==> src/sv/lpbd_pkg.sv <==
// Shared types, codes and constants of the LRU page buffer directory.
package lpbd_pkg;

  localparam int FUNC_W         = 2;
  localparam int FILE_W         = 8;
  localparam int PAGE_W         = 16;
  localparam int SLOT_W         = 3;
  localparam int CFG_W          = 4;
  localparam int TAG_W          = FILE_W + PAGE_W;
  localparam int SLOTS_DEF      = 8;
  localparam int STAMP_BITS_DEF = 32;

  localparam logic [CFG_W-1:0] CFG_RST = 4'd8;

  typedef enum logic [FUNC_W-1:0] {
    FUNC_READ  = 2'd0,
    FUNC_WRITE = 2'd1,
    FUNC_FLUSH = 2'd2,
    FUNC_NEW   = 2'd3
  } lpbd_func_e;

  typedef enum logic [1:0] {
    ST_IDLE,
    ST_SCAN,
    ST_DRAIN,
    ST_APPLY
  } lpbd_state_e;

  typedef struct packed {
    logic load;
    logic issue;
    logic apply;
  } lpbd_cmd_t;

  typedef struct packed {
    logic occ_zero;
    logic scan_last;
    logic out_free;
  } lpbd_stat_t;

endpackage

==> src/sv/lpbd_req_if.sv <==
// Request channel of the directory: operation and page tag.
interface lpbd_req_if;
  import lpbd_pkg::*;

  logic              valid;
  logic              ready;
  logic [FUNC_W-1:0] func;
  logic [FILE_W-1:0] file_id;
  logic [PAGE_W-1:0] page_num;

  modport source (output valid, func, file_id, page_num, input ready);
  modport sink   (input valid, func, file_id, page_num, output ready);
endinterface

==> src/sv/lpbd_rsp_if.sv <==
// Response channel of the directory: slot, fetch and writeback orders.
interface lpbd_rsp_if;
  import lpbd_pkg::*;

  logic              valid;
  logic              ready;
  logic              status;
  logic              hit;
  logic [SLOT_W-1:0] slot;
  logic              fetch_needed;
  logic              evict_write;
  logic [FILE_W-1:0] evict_file;
  logic [PAGE_W-1:0] evict_page;
  logic              zero_write;

  modport source (output valid, status, hit, slot, fetch_needed, evict_write,
                  evict_file, evict_page, zero_write, input ready);
  modport sink   (input valid, status, hit, slot, fetch_needed, evict_write,
                  evict_file, evict_page, zero_write, output ready);
endinterface

==> src/sv/lpbd_ctrl.sv <==
// Sequencer of the directory: accepts a request, scans the slots, applies the update.
module lpbd_ctrl (
  input  logic               clk_i,
  input  logic               rst_ni,
  input  logic               req_valid_i,
  output logic               req_ready_o,
  input  lpbd_pkg::lpbd_stat_t stat_i,
  output lpbd_pkg::lpbd_cmd_t  cmd_o
);
  import lpbd_pkg::*;

  lpbd_state_e state_q, state_d;

  always_ff @(posedge clk_i or negedge rst_ni) begin
    if (!rst_ni) begin
      state_q <= ST_IDLE;
    end else begin
      state_q <= state_d;
    end
  end

  always_comb begin
    state_d     = state_q;
    req_ready_o = 1'b0;
    cmd_o       = '0;
    unique case (state_q)
      ST_IDLE: begin
        req_ready_o = 1'b1;
        if (req_valid_i) begin
          cmd_o.load = 1'b1;
          // With no slot occupied there is nothing to search.
          state_d    = stat_i.occ_zero ? ST_APPLY : ST_SCAN;
        end
      end
      ST_SCAN: begin
        cmd_o.issue = 1'b1;
        if (stat_i.scan_last) begin
          state_d = ST_DRAIN;
        end
      end
      ST_DRAIN: begin
        state_d = ST_APPLY;
      end
      ST_APPLY: begin
        if (stat_i.out_free) begin
          cmd_o.apply = 1'b1;
          state_d     = ST_IDLE;
        end
      end
      default: begin
        state_d = ST_IDLE;
      end
    endcase
  end

endmodule

==> src/sv/lpbd_dpath.sv <==
// Datapath of the directory: tag and stamp memories, scan unit, update and response register.
module lpbd_dpath #(
  parameter int SLOTS      = lpbd_pkg::SLOTS_DEF,
  parameter int STAMP_BITS = lpbd_pkg::STAMP_BITS_DEF
) (
  input  logic                       clk_i,
  input  logic                       rst_ni,
  input  logic                       cfg_we_i,
  input  logic [lpbd_pkg::CFG_W-1:0] cfg_wdata_i,
  lpbd_req_if.sink                   req_i,
  lpbd_rsp_if.source                 rsp_o,
  input  lpbd_pkg::lpbd_cmd_t        cmd_i,
  output lpbd_pkg::lpbd_stat_t       stat_o
);
  import lpbd_pkg::*;

  localparam int IW = $clog2(SLOTS);
  localparam int CW = $clog2(SLOTS + 1);

  // Configuration and occupancy.
  logic [CFG_W-1:0]      cfg_q;
  logic [CW-1:0]         occ_q;
  logic [CW-1:0]         pool;
  logic [STAMP_BITS-1:0] clock_q;
  logic [STAMP_BITS-1:0] clock_next;

  // Per-slot flags and memories.
  logic [SLOTS-1:0]      dirty_q;
  logic [SLOTS-1:0]      stamped_q;
  logic [TAG_W-1:0]      tag_mem   [SLOTS];
  logic [STAMP_BITS-1:0] stamp_mem [SLOTS];

  // Captured request.
  lpbd_func_e            func_q;
  logic [FILE_W-1:0]     file_q;
  logic [PAGE_W-1:0]     page_q;

  // Scan.
  logic [CW-1:0]         scan_cnt_q;
  logic [IW-1:0]         rd_idx_q;
  logic                  rd_vld_q;
  logic [TAG_W-1:0]      tag_rd_q;
  logic [STAMP_BITS-1:0] stamp_rd_q;
  logic [STAMP_BITS-1:0] stamp_val;
  logic                  found_q;
  logic [IW-1:0]         found_idx_q;
  logic [IW-1:0]         min_idx_q;
  logic [STAMP_BITS-1:0] min_stamp_q;
  logic [TAG_W-1:0]      min_tag_q;
  logic                  match;
  logic                  take_min;

  // Update decisions.
  logic                  fill;
  logic [IW-1:0]         victim;
  logic [IW-1:0]         sel;
  logic                  slot_vld;
  logic                  tag_we;
  logic                  stamp_we;
  logic                  dirty_we;
  logic                  dirty_val;
  logic                  occ_inc;
  logic                  o_status;
  logic                  o_hit;
  logic                  o_fetch;
  logic                  o_ew;
  logic [FILE_W-1:0]     o_ef;
  logic [PAGE_W-1:0]     o_ep;
  logic                  o_zw;
  logic                  out_valid_q;

  always_comb begin
    if (cfg_q == '0) begin
      pool = CW'(1);
    end else if (32'(cfg_q) > SLOTS) begin
      pool = CW'(SLOTS);
    end else begin
      pool = CW'(cfg_q);
    end
  end

  assign clock_next = clock_q + 1'b1;

  assign stat_o.occ_zero  = (occ_q == '0);
  assign stat_o.scan_last = (CW'(scan_cnt_q + 1'b1) == occ_q);
  assign stat_o.out_free  = !out_valid_q || rsp_o.ready;

  // A slot that has never been stamped carries the reset stamp of zero.
  assign stamp_val = stamped_q[rd_idx_q] ? stamp_rd_q : '0;
  assign match     = rd_vld_q && !found_q && (tag_rd_q == {file_q, page_q});
  assign take_min  = rd_vld_q && (CW'(rd_idx_q) < pool) &&
                     ((rd_idx_q == '0) || (stamp_val < min_stamp_q));

  always_ff @(posedge clk_i) begin
    if (cmd_i.load) begin
      func_q <= lpbd_func_e'(req_i.func);
      file_q <= req_i.file_id;
      page_q <= req_i.page_num;
    end
    rd_idx_q   <= scan_cnt_q[IW-1:0];
    tag_rd_q   <= tag_mem[scan_cnt_q[IW-1:0]];
    stamp_rd_q <= stamp_mem[scan_cnt_q[IW-1:0]];
    if (match) begin
      found_idx_q <= rd_idx_q;
    end
    if (take_min) begin
      min_idx_q   <= rd_idx_q;
      min_stamp_q <= stamp_val;
      min_tag_q   <= tag_rd_q;
    end
    if (cmd_i.apply && tag_we) begin
      tag_mem[sel] <= {file_q, page_q};
    end
    if (cmd_i.apply && stamp_we) begin
      stamp_mem[sel] <= clock_next;
    end
    if (cmd_i.apply) begin
      rsp_o.status       <= o_status;
      rsp_o.hit          <= o_hit;
      rsp_o.slot         <= slot_vld ? SLOT_W'(sel) : '0;
      rsp_o.fetch_needed <= o_fetch;
      rsp_o.evict_write  <= o_ew;
      rsp_o.evict_file   <= o_ef;
      rsp_o.evict_page   <= o_ep;
      rsp_o.zero_write   <= o_zw;
    end
  end

  always_ff @(posedge clk_i or negedge rst_ni) begin
    if (!rst_ni) begin
      cfg_q       <= CFG_RST;
      occ_q       <= '0;
      clock_q     <= '0;
      dirty_q     <= '0;
      stamped_q   <= '0;
      scan_cnt_q  <= '0;
      rd_vld_q    <= 1'b0;
      found_q     <= 1'b0;
      out_valid_q <= 1'b0;
    end else begin
      if (cfg_we_i) begin
        cfg_q <= cfg_wdata_i;
      end
      rd_vld_q <= cmd_i.issue;
      if (cmd_i.load) begin
        scan_cnt_q <= '0;
        found_q    <= 1'b0;
      end else begin
        if (cmd_i.issue) begin
          scan_cnt_q <= CW'(scan_cnt_q + 1'b1);
        end
        if (match) begin
          found_q <= 1'b1;
        end
      end
      if (cmd_i.apply) begin
        if (occ_inc) begin
          occ_q <= CW'(occ_q + 1'b1);
        end
        if (stamp_we) begin
          clock_q        <= clock_next;
          stamped_q[sel] <= 1'b1;
        end
        if (dirty_we) begin
          dirty_q[sel] <= dirty_val;
        end
      end
      if (cmd_i.apply) begin
        out_valid_q <= 1'b1;
      end else if (rsp_o.ready) begin
        out_valid_q <= 1'b0;
      end
    end
  end

  assign rsp_o.valid = out_valid_q;

  always_comb begin
    fill      = (occ_q < pool);
    victim    = fill ? occ_q[IW-1:0] : min_idx_q;
    sel       = victim;
    slot_vld  = 1'b1;
    tag_we    = 1'b0;
    stamp_we  = 1'b0;
    dirty_we  = 1'b0;
    dirty_val = 1'b0;
    occ_inc   = 1'b0;
    o_status  = 1'b0;
    o_hit     = 1'b0;
    o_fetch   = 1'b0;
    o_ew      = 1'b0;
    o_ef      = '0;
    o_ep      = '0;
    o_zw      = 1'b0;
    unique case (func_q)
      FUNC_READ, FUNC_WRITE: begin
        stamp_we = 1'b1;
        if (found_q) begin
          sel   = found_idx_q;
          o_hit = 1'b1;
          if (func_q == FUNC_WRITE) begin
            dirty_we  = 1'b1;
            dirty_val = 1'b1;
          end
        end else begin
          // A slot at or above the occupancy is never dirty, so only a true victim writes back.
          o_ew = dirty_q[victim];
          if (dirty_q[victim]) begin
            {o_ef, o_ep} = min_tag_q;
          end
          tag_we    = 1'b1;
          occ_inc   = fill;
          o_fetch   = 1'b1;
          dirty_we  = 1'b1;
          dirty_val = (func_q == FUNC_WRITE);
        end
      end
      FUNC_FLUSH: begin
        if (found_q) begin
          sel      = found_idx_q;
          o_hit    = 1'b1;
          o_ew     = 1'b1;
          o_ef     = file_q;
          o_ep     = page_q;
          dirty_we = 1'b1;
        end else begin
          slot_vld = 1'b0;
          o_status = 1'b1;
        end
      end
      FUNC_NEW: begin
        o_ew = dirty_q[victim];
        if (dirty_q[victim]) begin
          {o_ef, o_ep} = min_tag_q;
        end
        tag_we   = 1'b1;
        occ_inc  = fill;
        o_zw     = 1'b1;
        dirty_we = 1'b1;
      end
      default: begin
        slot_vld = 1'b0;
      end
    endcase
  end

endmodule

==> src/sv/lru_page_buffer_directory.sv <==
// Top level of the LRU page buffer directory.
// A request accepted with slots occupied passes the scan, drain and apply states in turn, its
// response registered on leaving apply; with no slot occupied it goes straight to apply.
// One request at a time: a new one is taken only back in idle, the tag scan reading one slot a
// cycle; a response still waiting to be taken holds the next one back.
// Reset (asynchronous, active low) empties the pool, clears dirty bits, stamps and the access
// counter, and sets the pool size register to 8; tag and stamp memories are not swept.
module lru_page_buffer_directory #(
  parameter int SLOTS      = lpbd_pkg::SLOTS_DEF,
  parameter int STAMP_BITS = lpbd_pkg::STAMP_BITS_DEF
) (
  input  logic                       clk_i,
  input  logic                       rst_ni,
  input  logic                       cfg_we_i,
  input  logic [lpbd_pkg::CFG_W-1:0] cfg_wdata_i,
  lpbd_req_if.sink                   req_i,
  lpbd_rsp_if.source                 rsp_o
);
  import lpbd_pkg::*;

  lpbd_cmd_t  cmd;
  lpbd_stat_t stat;
  logic       req_ready;

  assign req_i.ready = req_ready;

  lpbd_ctrl u_ctrl (
    .clk_i       (clk_i),
    .rst_ni      (rst_ni),
    .req_valid_i (req_i.valid),
    .req_ready_o (req_ready),
    .stat_i      (stat),
    .cmd_o       (cmd)
  );

  lpbd_dpath #(
    .SLOTS      (SLOTS),
    .STAMP_BITS (STAMP_BITS)
  ) u_dpath (
    .clk_i       (clk_i),
    .rst_ni      (rst_ni),
    .cfg_we_i    (cfg_we_i),
    .cfg_wdata_i (cfg_wdata_i),
    .req_i       (req_i),
    .rsp_o       (rsp_o),
    .cmd_i       (cmd),
    .stat_o      (stat)
  );

endmodule
==> src/flat_wrapper.sv <==
// flat-port wrapper written by rule: the top's interface ports become plain ports
module lru_page_buffer_directory_flat import lpbd_pkg::*;
#(
  parameter int SLOTS      = lpbd_pkg::SLOTS_DEF,
  parameter int STAMP_BITS = lpbd_pkg::STAMP_BITS_DEF
)
  (clk_i, rst_ni, cfg_we_i, cfg_wdata_i, req_i_valid, req_i_func, req_i_file_id, req_i_page_num, req_i_ready, rsp_o_valid, rsp_o_status, rsp_o_hit, rsp_o_slot, rsp_o_fetch_needed, rsp_o_evict_write, rsp_o_evict_file, rsp_o_evict_page, rsp_o_zero_write, rsp_o_ready);
  lpbd_req_if req_i_i ();
  lpbd_rsp_if rsp_o_i ();
  input  logic clk_i;
  input  logic rst_ni;
  input  logic cfg_we_i;
  input  logic [lpbd_pkg::CFG_W-1:0] cfg_wdata_i;
  input wire logic [$bits(req_i_i.valid)-1:0] req_i_valid;
  input wire logic [$bits(req_i_i.func)-1:0] req_i_func;
  input wire logic [$bits(req_i_i.file_id)-1:0] req_i_file_id;
  input wire logic [$bits(req_i_i.page_num)-1:0] req_i_page_num;
  output wire logic [$bits(req_i_i.ready)-1:0] req_i_ready;
  output wire logic [$bits(rsp_o_i.valid)-1:0] rsp_o_valid;
  output wire logic [$bits(rsp_o_i.status)-1:0] rsp_o_status;
  output wire logic [$bits(rsp_o_i.hit)-1:0] rsp_o_hit;
  output wire logic [$bits(rsp_o_i.slot)-1:0] rsp_o_slot;
  output wire logic [$bits(rsp_o_i.fetch_needed)-1:0] rsp_o_fetch_needed;
  output wire logic [$bits(rsp_o_i.evict_write)-1:0] rsp_o_evict_write;
  output wire logic [$bits(rsp_o_i.evict_file)-1:0] rsp_o_evict_file;
  output wire logic [$bits(rsp_o_i.evict_page)-1:0] rsp_o_evict_page;
  output wire logic [$bits(rsp_o_i.zero_write)-1:0] rsp_o_zero_write;
  input wire logic [$bits(rsp_o_i.ready)-1:0] rsp_o_ready;
  assign req_i_i.valid = req_i_valid;
  assign req_i_i.func = req_i_func;
  assign req_i_i.file_id = req_i_file_id;
  assign req_i_i.page_num = req_i_page_num;
  assign req_i_ready = req_i_i.ready;
  assign rsp_o_valid = rsp_o_i.valid;
  assign rsp_o_status = rsp_o_i.status;
  assign rsp_o_hit = rsp_o_i.hit;
  assign rsp_o_slot = rsp_o_i.slot;
  assign rsp_o_fetch_needed = rsp_o_i.fetch_needed;
  assign rsp_o_evict_write = rsp_o_i.evict_write;
  assign rsp_o_evict_file = rsp_o_i.evict_file;
  assign rsp_o_evict_page = rsp_o_i.evict_page;
  assign rsp_o_zero_write = rsp_o_i.zero_write;
  assign rsp_o_i.ready = rsp_o_ready;
  lru_page_buffer_directory #(.SLOTS(SLOTS), .STAMP_BITS(STAMP_BITS)) u_core (.clk_i(clk_i), .rst_ni(rst_ni), .cfg_we_i(cfg_we_i), .cfg_wdata_i(cfg_wdata_i), .req_i(req_i_i), .rsp_o(rsp_o_i));
endmodule
==> config.mk <==
export PLATFORM = sky130hd
export DESIGN_NAME = lru_page_buffer_directory_flat
export DESIGN_NICKNAME = d
export VERILOG_FILES = /design/src/sv/lpbd_pkg.sv /design/src/sv/lpbd_req_if.sv /design/src/sv/lpbd_rsp_if.sv /design/src/sv/lpbd_ctrl.sv /design/src/sv/lpbd_dpath.sv /design/src/sv/lru_page_buffer_directory.sv /design/src/flat_wrapper.sv
export SDC_FILE = /design/constraint.sdc
export NUM_CORES = 1
export LEC_CHECK = 0
export ABC_AREA = 1
export BUFFER_PORTS_ARGS = -buffer_cell sky130_fd_sc_hd__buf_2
export CAP_MARGIN = 20
export CELL_PAD_IN_SITES_DETAIL_PLACEMENT = 2
export CELL_PAD_IN_SITES_GLOBAL_PLACEMENT = 2
export CORE_MARGIN = 10
export CORE_UTILIZATION = 47
export CTS_CLUSTER_DIAMETER = 200
export DETAILED_ROUTE_END_ITERATION = 12
export GPL_TIMING_DRIVEN = 0
export PLACE_DENSITY = 0.82
export SETUP_SLACK_MARGIN = 0.4
export SLEW_MARGIN = 20
export SYNTH_ARGS = -nofsm -noshare
export SYNTH_HDL_FRONTEND = slang
export SYNTH_SLANG_ARGS = --single-unit
==> constraint.sdc <==
create_clock -name clk_i -period 16 [get_ports clk_i]
set_input_delay 1.6 -clock clk_i [delete_from_list [all_inputs] [get_ports clk_i]]
set_output_delay 1.6 -clock clk_i [all_outputs]
set_load 0.01 [all_outputs]
==> results of run 1 <==
how the worst min path moves through the flow:
stage | to
after floorplan | u_core.u_dpath.rd_idx_q[0]$_DFF_P_
after global placement | u_core.u_dpath.rd_idx_q[0]$_DFF_P_
after detailed placement | u_core.u_dpath.rd_idx_q[0]$_DFF_P_
after CTS | u_core.u_dpath.min_tag_q[1]$_DFFE_PP_
after global routing | u_core.u_dpath.min_tag_q[1]$_DFFE_PP_
final | u_core.u_dpath.min_tag_q[9]$_DFFE_PP_
placed cells by master, fill, tap and decap left out, types with 4 or more instances in the layout:
cell / synthesis / layout
a211oi_1: 4 / 4
a21oi_1: 17 / 16
a31oi_1: 58 / 58
buf_1: 4 / 4
buf_16: 0 / 16
buf_2: 3 / 70
bufinv_16: 0 / 5
clkbuf_1: 95 / 108
clkbuf_16: 0 / 75
clkbuf_8: 0 / 8
clkinv_1: 2 / 17
clkinv_2: 0 / 11
dfrtp_1: 64 / 64
dfxtp_1: 59 / 59
edfxtp_1: 568 / 568
ha_1: 44 / 44
inv_1: 162 / 160
nand2_1: 229 / 229
nand3_1: 69 / 69
nand4_1: 13 / 13
nor2_1: 475 / 458
nor2_2: 5 / 6
nor2_4: 1 / 17
nor3_1: 13 / 13
nor3_2: 4 / 4
nor4_1: 4 / 4
o21ai_0: 267 / 267
o21ai_1: 5 / 5
o21ai_2: 6 / 6
o22ai_1: 61 / 61
xnor2_1: 4 / 4
xor2_1: 37 / 37
area by class of cell:
class | count | area [sq um]
timing repair buffer | 88 | 848.3
tap | 765 | 957.2
sequential | 692 | 19870
fill | 5422 | 25990
inverter | 165 | 619.3
multi-input combinational | 1335 | 6725
buffer | 104 | 410.4
clock inverter | 39 | 351.6
clock buffer | 97 | 2039
layer usage:
metal	up-vias	track usage, %	routed length, um	share of wire [%]
met4	4	14.24	4894	4.2
met1	11120	43.80	44970	38
li1	8363	-	-	-
met2	1375	57.51	57520	49
met5	-	0	26	0.022
met3	358	7.031	10420	8.8
cells by family after synthesis:
family	synth area share, %
simple gates	12.04
flops	72.28
compound gates	8.549
buf+inv	3.742
fa+ha+maj	2.003
xor+xnor	1.306
mux	0.08194
cell usage after synthesis, types with 13 or more instances:
| cell | n | area [sq um] |
|---|---|---|
| nand4_1 | 13 | 81.33 |
| nand3_1 | 69 | 345.3 |
| a31oi_1 | 58 | 362.9 |
| dfxtp_1 | 59 | 1181 |
| xor2_1 | 37 | 324.1 |
| nand2_1 | 229 | 859.6 |
| dfrtp_1 | 64 | 1602 |
| nor3_1 | 13 | 65.06 |
| clkbuf_1 | 95 | 356.6 |
| a21oi_1 | 17 | 85.08 |
| inv_1 | 162 | 608.1 |
| edfxtp_1 | 568 | 17060 |
| nor2_1 | 475 | 1783 |
| o21ai_0 | 267 | 1336 |
| o22ai_1 | 61 | 381.6 |
| ha_1 | 44 | 550.5 |
state kept, by name, summed over array words and instances (netlist names), 24 cells and up:
register                    flops
u_core.u_dpath.clock_q         32
u_core.u_dpath.tag_rd_q        24
u_core.u_dpath.stamp_mem      256
u_core.u_dpath.tag_mem        192
u_core.u_dpath.min_tag_q       24
u_core.u_dpath.min_stamp_q     32
u_core.u_dpath.stamp_rd_q      32
where the power goes:
part           total [mW]  internal (mW)  leakage [nW]  switching, mW
combinational        1.96          0.461          4.08           1.50
clock                1.78          0.985          1.17          0.796
sequential           2.63           2.37          6.50          0.259
through the flow:
stage / hold WS (ns) / cells
final: 0.4701 / 3285
after global routing: 0.4601 / 3285
after CTS: 0.4632 / 3285
after detailed placement: 0.4109 / 3149
after global placement: 0.4161 / 3129
after floorplan: 0.3885 / 2296
==> qor.csv, run 1 <==
metric,value,unit
status,"complete, no violations",
io_pins,69,
slowest_stage,a21oi_4,
crit_required,16.34,ns
drive_gt1_share,9.881,%
syn2layout_area_growth,15.76,%
finalMaxSlewViolations,0,
final_core_util,55.04,%
critPathKind,reg2reg,
row_count,88,
rsz0062_at_grt,no,
grt_pass1_wl,171.4,mm
min_path_type,reg2reg,
globalplace.congestion,0.8299,
seq_area_frac_synth,72.28,%
whs_path_depth,0,
grt_max_degree,49,
nNetsFinal,2538,
max_cap_violations,0,
ys_warn_count,0,
ys_async_sr_fraction,9.393,%
antenna_found_initial,4,
worst-path-buf-inv,4,
vias,21220,
power.density,200.0,nW/um^2
post_cts_buffers,0,
vias_per_cell,6.460,
diodes,0,
critPathMaxStageDelay,0.72,ns
crit_cells,17,
drt-total-wl,117.8,mm
synthFlopType,edfxtp_1,
path_common_cell,nand2_1,
synth_edf_count,568,
cpLargestDelayFamily,compound AO/OA/AOI/OAI gates,
grt_use_total,34.61,%
rrSetupSlack,11.11,ns
slew_headroom,20.26,%
dp_hpwl,70.32,mm
initial_core_util,47.55,%
synth-seq-cells,692,
syn_area,27490,sq um
clk_pin_slew,0.06,ns
fin_setup_tns,0,ns
min_period,4.892,ns
core-area,57810,sq um
crit_end,u_core.u_dpath.min_stamp_q[22]$_DFFE_PP_,
ir_drop,122.5,uV
place_ws,10.81,ns
synth_cell_types,43,
placed_area,29430,sq um
chipHeight,261.8,um
p_leak,11.76,nW
synth.net_count,2375,
drt_iter0_drc,2812,
setup_slack,11.11,ns
first_pass_iters,6,
die_x,261.8,um
netlist_instances,2296,
grt.overflow.total,0,
cp_cell_sequence,inv_1 -> nand2_1 -> nand3_1 -> nand3_1 -> nand2_1 -> clkbuf_1 -> nor2_1 -> ha_1 -> a21oi_1 -> a31oi_1 -> a2111oi_0 -> nand2_1 -> nand2_1 -> nand2_1 -> a21oi_4 -> buf_16 -> buf_8,
drc,0,
totalPowerFinal,6.364,mW
worst_pin_slew,1.196,ns
critPathMaxFanout,20,
wire_per_inst,35.87,um
cts_inserted_buffers,73,
cts.htree.levels,3,
setup_viol,0,
clk_latency,0.65,ns
first_global_vias,23160,
clk_path_buf_depth,3,
hold_path_startpoint,u_core.u_dpath.tag_rd_q[9]$_DFF_P_,
post_cts_resized,0,
drtAntennaViolNets,0,
syn_avg_cell_area,11.97,sq um
startpoint,u_core.u_dpath.rd_idx_q[0]$_DFF_P_,
portBuffers,68,
fin_area,31820,sq um
reg2reg_depth,17,
holdBufCountCts,0,
cts_sinks,692,
finalCritPeriodShare,30.58,%
end_kind,flip-flop,
worstPathArrival,5.24,ns
critical_path.reg2reg.endpoint,u_core.u_dpath.min_stamp_q[22]$_DFFE_PP_,
hold_violations,0,
die-area,68550,sq um
cts-root-buf,clkbuf_16,
clock_skew,0.02942,ns
cts_tree,done,
r2r_start,u_core.u_dpath.rd_idx_q[0]$_DFF_P_,
critPathLaunchType,flip-flop,
max_freq,0.2044,GHz
No activity file was read; power rests on OpenSTA's default activity.
==> run 2: changes to the inputs <==
--- a/config.mk
+++ b/config.mk
@@ -11,11 +11,11 @@
 export CELL_PAD_IN_SITES_DETAIL_PLACEMENT = 2
 export CELL_PAD_IN_SITES_GLOBAL_PLACEMENT = 2
 export CORE_MARGIN = 10
-export CORE_UTILIZATION = 47
+export CORE_UTILIZATION = 43
 export CTS_CLUSTER_DIAMETER = 200
 export DETAILED_ROUTE_END_ITERATION = 12
 export GPL_TIMING_DRIVEN = 0
-export PLACE_DENSITY = 0.82
+export PLACE_DENSITY = 0.76
 export SETUP_SLACK_MARGIN = 0.4
 export SLEW_MARGIN = 20
 export SYNTH_ARGS = -nofsm -noshare
==> constraint.sdc (replaced) <==
create_clock -name clk_i -period 5.11 [get_ports clk_i]
set_input_delay 0.511 -clock clk_i [delete_from_list [all_inputs] [get_ports clk_i]]
set_output_delay 0.511 -clock clk_i [all_outputs]
set_load 0.01 [all_outputs]
==> run 2 against run 1 <==
  * Register-to-register slack got worse by 10 ns
  * Clock-buffer cell count increased by 11
  * Flip-flop and latch count unchanged
  * Wire length decreased by 17%
  * Combinational power increased to 2.9 times the previous value
  * Largest power group unchanged
  * Non-clock buffer count increased by 3
  * Critical path type unchanged
  * Critical endpoint unchanged
  * Setup slack got worse by 10 ns
==> qor.csv, run 2 (synthesis results as in run 1) <==
metric,value,unit,change
min_path_type,in2reg,,
comb_power_share,28.9,%,-1.9 points
wire_per_inst,28.96,um,-19%
worstPathArrival,4.54,ns,-0.70 ns
clk_path_buf_depth,3,,unchanged
crit_required,5.45,ns,-10.89 ns
cts_inserted_buffers,77,,+5.5%
dp.cells,3232,,+2.6%
final_common_cell,edfxtp_1,,
finalCritPeriodShare,82.24,%,+52 points
critPathLaunchType,flip-flop,,
cp_cell_sequence,inv_1 -> nand2_1 -> nand3_1 -> nand3_1 -> nand2_1 -> clkbuf_1 -> nor2_1 -> ha_1 -> nand2_1 -> nor2_1 -> a211oi_1 -> o221ai_1 -> a21oi_1 -> nand2_1 -> a21oi_4 -> buf_16 -> buf_16,,
slew_headroom,24.48,%,+4.2 points
vias_per_cell,5.800,,-10%
drtAntennaViolNets,0,,unchanged
clk_latency,0.64,ns,about the same
totalPowerFinal,19.43,mW,+210%
fin_cells,3377,,+2.8%
diodes,0,,unchanged
syn2layout_area_growth,17.08,%,
drt_iter0_drc,1856,,-34%
path_common_cell,nand2_1,,
clk_pin_slew,0.06,ns,about the same
reg2reg_depth,17,,unchanged
startpoint,u_core.u_dpath.rd_idx_q[0]$_DFF_P_,,
crit_end,u_core.u_dpath.min_stamp_q[22]$_DFFE_PP_,,
finalMaxSlewViolations,0,,unchanged
power.density,603.8,nW/um^2,+200%
switchingPower,7.204,mW,+180%
grt_use_total,26.20,%,-8.4 points
p_leak,11.90,nW,+1.2%
portBuffers,68,,unchanged
antenna_found_initial,3,,-1
min_period,4.203,ns,-0.6894 ns
core-area,63200,sq um,+9.3%
initial_core_util,43.49,%,-4.1 points
nNetsFinal,2545,,+0.28%
chipHeight,272.8,um,+4.2%
max_cap_violations,0,,unchanged
grt_pass1_wl,146.0,mm,-15%
rsz0062_at_grt,no,,
critPathMaxFanout,17,,-15%
first_global_vias,22050,,-4.8%
setup_viol,0,,unchanged
critPathKind,reg2reg,,
clock_skew,0.02104,ns,-0.008377 ns
top_register,u_core.u_dpath.stamp_mem,,
cts-root-buf,clkbuf_16,,
status,"complete, no violations",,
hold_violations,0,,unchanged
crit_cells,17,,unchanged
final_cell_mix,"edfxtp_1, nor2_1, o21ai_0, nand2_1, inv_1",,
globalplace.congestion,0.8242,,-0.69%
cts.htree.levels,3,,unchanged
r2r_start,u_core.u_dpath.rd_idx_q[0]$_DFF_P_,,
p_clk_share,29.7,%,+1.7 points
rrSetupSlack,0.91,ns,-10.20 ns
vias,19590,,-7.7%
grt.overflow.total,0,,unchanged
critPathMaxStageDelay,0.56,ns,-0.16 ns
first_pass_iters,7,,+1
die-area,74430,sq um,+8.6%
drt-total-wl,97.81,mm,-17%
post_cts_resized,0,,unchanged
cpLargestDelayFamily,simple AND/OR/NAND/NOR gates,,
switching_share,37.08,%,-3.0 points
internal_power,12.22,mW,+220%
top_regs,"u_core.u_dpath.stamp_mem: 256 flops, u_core.u_dpath.tag_mem: 192 flops",,
die_x,272.8,um,+4.2%
cts_sinks,692,,unchanged
io_pins,69,,unchanged
ir_drop,256.0,uV,+110%
pwr-share-seq,41.5,%,+0.2 points
drive_gt1_share,10.55,%,+0.67 points
max_freq,0.2379,GHz,+16%
row_count,92,,+4.5%
cts_tree,done,,
worst_pin_slew,1.133,ns,-0.06321 ns
slowest_stage,dfxtp_1,,
grt_max_degree,44,,-10%
end_kind,flip-flop,,
largest_reg_flops,256,,unchanged
drc,0,,unchanged
dp_hpwl,63.49,mm,-9.7%
worst-path-buf-inv,4,,unchanged
critical_path.reg2reg.endpoint,u_core.u_dpath.min_stamp_q[22]$_DFFE_PP_,,
## run 2: cell types whose count changed in the layout (fill, tap and decap cells not counted)
cell / before / now
buf_8: 3 / 0
clkbuf_8: 8 / 13
clkinv_8: 3 / 1
clkinv_4: 0 / 1
clkbuf_1: 108 / 109
clkinvlp_4: 2 / 0
bufinv_16: 5 / 6
clkinv_2: 11 / 19
dlygate4sd3_1: 0 / 1
clkbuf_16: 75 / 80
clkinv_1: 17 / 8
buf_12: 1 / 6
## run 2: layer usage
layer / global-route usage [%] / vias up / share of wire [%]
met5: 0 / - / 0.038
met4: 7.880 / 6 / 2.5
met2: 45.23 / 719 / 50
met3: 4.279 / 185 / 6.4
li1: - / 8378 / -
met1: 33.44 / 10300 / 41
## run 2: final cells by class
class,instances,area (sq um)
inverters,165,619.3
plain buffers,104,410.4
clock inverters,36,349.1
flip-flops and latches,692,19870
multi-input cells,1335,6725
repair buffers,91,913.4
well taps,846,1059
clock buffers,108,2237
fillers,6074,31020
## run 2: power groups by stage
stage	logic (mW)	clock network [mW]	registers (mW)
6_report	5.61	5.76	8.06
4_1_cts	5.59	5.84	8.05
5_1_grt	6.11	6.06	8.12
2_1_floorplan	3.03	0	7.84
3_3_place_gp	4.72	0	8.07
3_5_place_dp	5.38	0	8.13
## run 2: worst min path at each step
stage                                                         from                               endpoint  slack, ns  depth (start not counted)
after detailed placement        u_core.u_dpath.tag_rd_q[9]$_DFF_P_  u_core.u_dpath.min_tag_q[9]$_DFFE_PP_       0.42                          0
after floorplan                                             rst_ni   u_core.u_ctrl.state_q[0]$_DFFE_PN0P_       0.22                          0
after global routing                              req_i_file_id[6]     u_core.u_dpath.file_q[6]$_DFFE_PP_       0.04                          1
after global placement    u_core.u_dpath.scan_cnt_q[0]$_DFFE_PN0P_     u_core.u_dpath.rd_idx_q[0]$_DFF_P_       0.41                          0
after CTS                                        req_i_page_num[2]     u_core.u_dpath.page_q[2]$_DFFE_PP_       0.03                          1
final                                            req_i_page_num[5]     u_core.u_dpath.page_q[5]$_DFFE_PP_       0.05                          1
## run 2: per-stage QoR
step	util, %	setup slack, ns	instance area, sq um	hold slack (ns)	setup TNS [ns]
after CTS	50.92	0.8063	32180	0.03210	0
after floorplan	-	0.8367	27490	0.2154	0
after global routing	50.92	0.4866	32180	0.04172	0
final	50.92	0.9073	32180	0.05201	0
after detailed placement	46.81	0.8695	29580	0.4199	0
after global placement	45.71	-1.327	28890	0.4128	-378.29
## run 2: what timing repair did
item,CTS,global route
buffers inserted,0,0
hold buffers,1,0
endpoints found under the hold margin,21,0
==> run 3: changes to the inputs <==
==> constraint.sdc (replaced) <==
create_clock -name clk_i -period 4.3 [get_ports clk_i]
set_input_delay 0.43 -clock clk_i [delete_from_list [all_inputs] [get_ports clk_i]]
set_output_delay 0.43 -clock clk_i [all_outputs]
set_load 0.01 [all_outputs]
==> run 3 against run 2 <==
  * Clock power rose by 14%
  * Worst hold slack got worse by 0.025 ns
  * Clock skew rose by 0.0073 ns
  * Power rose by 18%
  * Critical path type unchanged
  * Highest routed layer unchanged
==> qor.csv, run 3 (synthesis results as in run 1) <==
metric,value,unit,change
status,"complete, no violations",,
first_global_vias,22140,,+0.41%
end_kind,flip-flop,,
hold_path_end,u_core.u_dpath.cfg_q[0]$_DFFE_PN0P_,,
grt_max_degree,47,,+6.8%
top_regs,"u_core.u_dpath.stamp_mem: 256 flops, u_core.u_dpath.tag_mem: 192 flops",,
critPathLaunchType,flip-flop,,
worst_pin_slew,1.044,ns,-0.08917 ns
cts_tree,done,,
crit_required,4.61,ns,-0.84 ns
hold_path_startpoint,cfg_wdata_i[0],,
reg2reg_depth,12,,-5
row_count,92,,unchanged
drc,0,,unchanged
worstPathArrival,3.97,ns,-0.57 ns
clk_latency,0.63,ns,about the same
max_freq,0.2733,GHz,+15%
largest_reg_flops,256,,unchanged
fin_cells,3399,,+0.65%
io_pins,69,,unchanged
critPathMaxFanout,18,,+1
antenna_found_initial,3,,unchanged
totalPowerFinal,22.87,mW,+18%
whs_path_depth,3,,+2
drt-total-wl,99.03,mm,+1.2%
pwr-share-seq,42.1,%,+0.6 points
min_period,3.659,ns,-0.5437 ns
r2r_start,u_core.u_dpath.cfg_q[3]$_DFFE_PN1P_,,
core-area,63200,sq um,unchanged
nNetsFinal,2572,,+1.1%
final_core_util,51.18,%,+0.26 points
critical_path.reg2reg.endpoint,u_core.u_dpath.stamp_mem[1][16]$_DFFE_PP_,,
hold_violations,0,,unchanged
globalplace.congestion,0.8123,,-1.4%
critPathKind,reg2reg,,
cts_sinks,692,,unchanged
max_cap_violations,0,,unchanged
drive_gt1_share,10.46,%,-0.091 points
power.density,707.0,nW/um^2,+17%
switching_share,37.35,%,+0.27 points
grt_use_total,26.62,%,+0.41 points
dp_hpwl,63.47,mm,about the same
setup_slack,0.6410,ns,-0.2663 ns
grt_pass1_wl,148.3,mm,+1.5%
min_path_type,in2reg,,
die_x,272.8,um,unchanged
first_pass_iters,6,,-1
vias,19640,,+0.28%
finalMaxSlewViolations,0,,unchanged
top_register,u_core.u_dpath.stamp_mem,,
slew_headroom,30.25,%,+5.8 points
final_cell_mix,"edfxtp_1, nor2_1, o21ai_0, nand2_1, inv_1",,
whs,0.02701,ns,-0.02500 ns
wire_per_inst,29.13,um,+0.59%
initial_core_util,43.49,%,unchanged
met2_usage,45.03,%,-0.20 points
comb_power_share,29.2,%,+0.3 points
rrSetupSlack,0.64,ns,-0.27 ns
p_leak,11.95,nW,+0.45%
clock_skew,0.02838,ns,+0.007340 ns
dp.cells,3232,,unchanged
p_clk_share,28.7,%,-1.0 points
chipHeight,272.8,um,unchanged
place_ws,0.1048,ns,-0.7647 ns
final_common_cell,edfxtp_1,,
syn2layout_area_growth,17.68,%,
internal_power,14.33,mW,+17%
ir_drop,323.9,uV,+27%
finalCritPeriodShare,85.09,%,+2.8 points
grt_use_met3,5.022,%,+0.74 points
die-area,74430,sq um,unchanged
diodes,0,,unchanged
switchingPower,8.541,mW,+19%
setup_viol,0,,unchanged
drtAntennaViolNets,0,,unchanged
clk_pin_slew,0.06,ns,about the same
portBuffers,68,,unchanged
vias_per_cell,5.778,,-0.37%
grt.busiest_layer,met2,,
drt_iter0_drc,1978,,+6.6%
startpoint,u_core.u_dpath.cfg_q[3]$_DFFE_PN1P_,,
grt_util_met1,33.75,%,+0.31 points
grt.overflow.total,0,,unchanged
rsz0062_at_grt,no,,
cts.htree.levels,3,,unchanged
cts_inserted_buffers,74,,-3.9%
cts-root-buf,clkbuf_16,,
clk_path_buf_depth,3,,unchanged
run 3: cell types whose count changed in the layout (fill, tap and decap cells not counted), moves of 2 or more:
cell and change:
buf_12 -2, clkinv_2 -5, buf_4 +3, buf_8 +3
clkbuf_2 +4, nor2_1 -2, clkbuf_8 -4, dlygate4sd3_1 +25
bufinv_16 -2, clkinvlp_4 +3
run 3: critical path: stages, from the launching register on:
cell	delay (ns)
dfstp_2	0.53
inv_1	0.08
ha_1	0.34
a21oi_1	0.25
nand2_2	0.16
o21ai_2	0.22
nand2_1	0.09
o21ai_2	0.13
inv_1	0.09
nor2_2	0.27
nand2_1	0.30
nor2_4	0.60
buf_16	0.25
run 3: how the worst max path moves through the flow:
| stage | to | slack [ns] | cells past startpoint |
|---|---|---|---|
| finish | u_core.u_dpath.stamp_mem[1][16]$_DFFE_PP_ | 0.64 | 12 |
| global route | u_core.u_dpath.stamp_mem[1][15]$_DFFE_PP_ | 0.40 | 12 |
| CTS | u_core.u_dpath.stamp_mem[2][11]$_DFFE_PP_ | 0.43 | 7 |
| detailed placement | u_core.u_dpath.min_tag_q[15]$_DFFE_PP_ | 0.10 | 17 |
| global placement | u_core.u_dpath.stamp_mem[2][13]$_DFFE_PP_ | -1.97 | 8 |
| floorplan | u_core.u_dpath.stamp_mem[5][0]$_DFFE_PP_ | 0.58 | 12 |
run 3: per-layer routing:
layer | vias up | part of all wire [%]
li1 | 8430 | -
met1 | 10250 | 41
met2 | 773 | 49
met3 | 185 | 7.2
met4 | 2 | 2.7
met5 | - | 0.011
run 3: area by class of cell:
| class | instances | area (sq um) |
|---|---|---|
| multi-input combinational | 1335 | 6740 |
| buffer | 104 | 415.4 |
| clock buffer | 108 | 2176 |
| sequential | 692 | 19870 |
| tap | 846 | 1059 |
| timing repair buffer | 121 | 1219 |
| fill | 6044 | 30850 |
| inverter | 165 | 619.3 |
| clock inverter | 28 | 249.0 |
run 3: timing repair:
item / 4_1_cts / 5_1_grt
hold endpoints to repair: 44 / 0
pin swaps: 1 / 2
setup buffers: 3 / 2
gates resized for setup: 3 / 4
hold buffers: 26 / 0
endpoints found under the setup margin: 59 / 143
run 3: metrics by stage:
step           TNS [ns]  area, sq um
2_1_floorplan         0        27500
3_3_place_gp    -601.37        28900
3_5_place_dp          0        29570
4_1_cts               0        32290
5_1_grt               0        32340
6_report              0        32340
run 3: power by group through the flow:
stage / registers (mW) / logic, mW / clock network, mW
6_report: 9.63 / 6.67 / 6.56
5_1_grt: 9.70 / 7.29 / 6.92
4_1_cts: 9.59 / 6.64 / 6.64
3_5_place_dp: 9.68 / 6.31 / 0
3_3_place_gp: 9.61 / 5.56 / 0
2_1_floorplan: 9.31 / 3.61 / 0
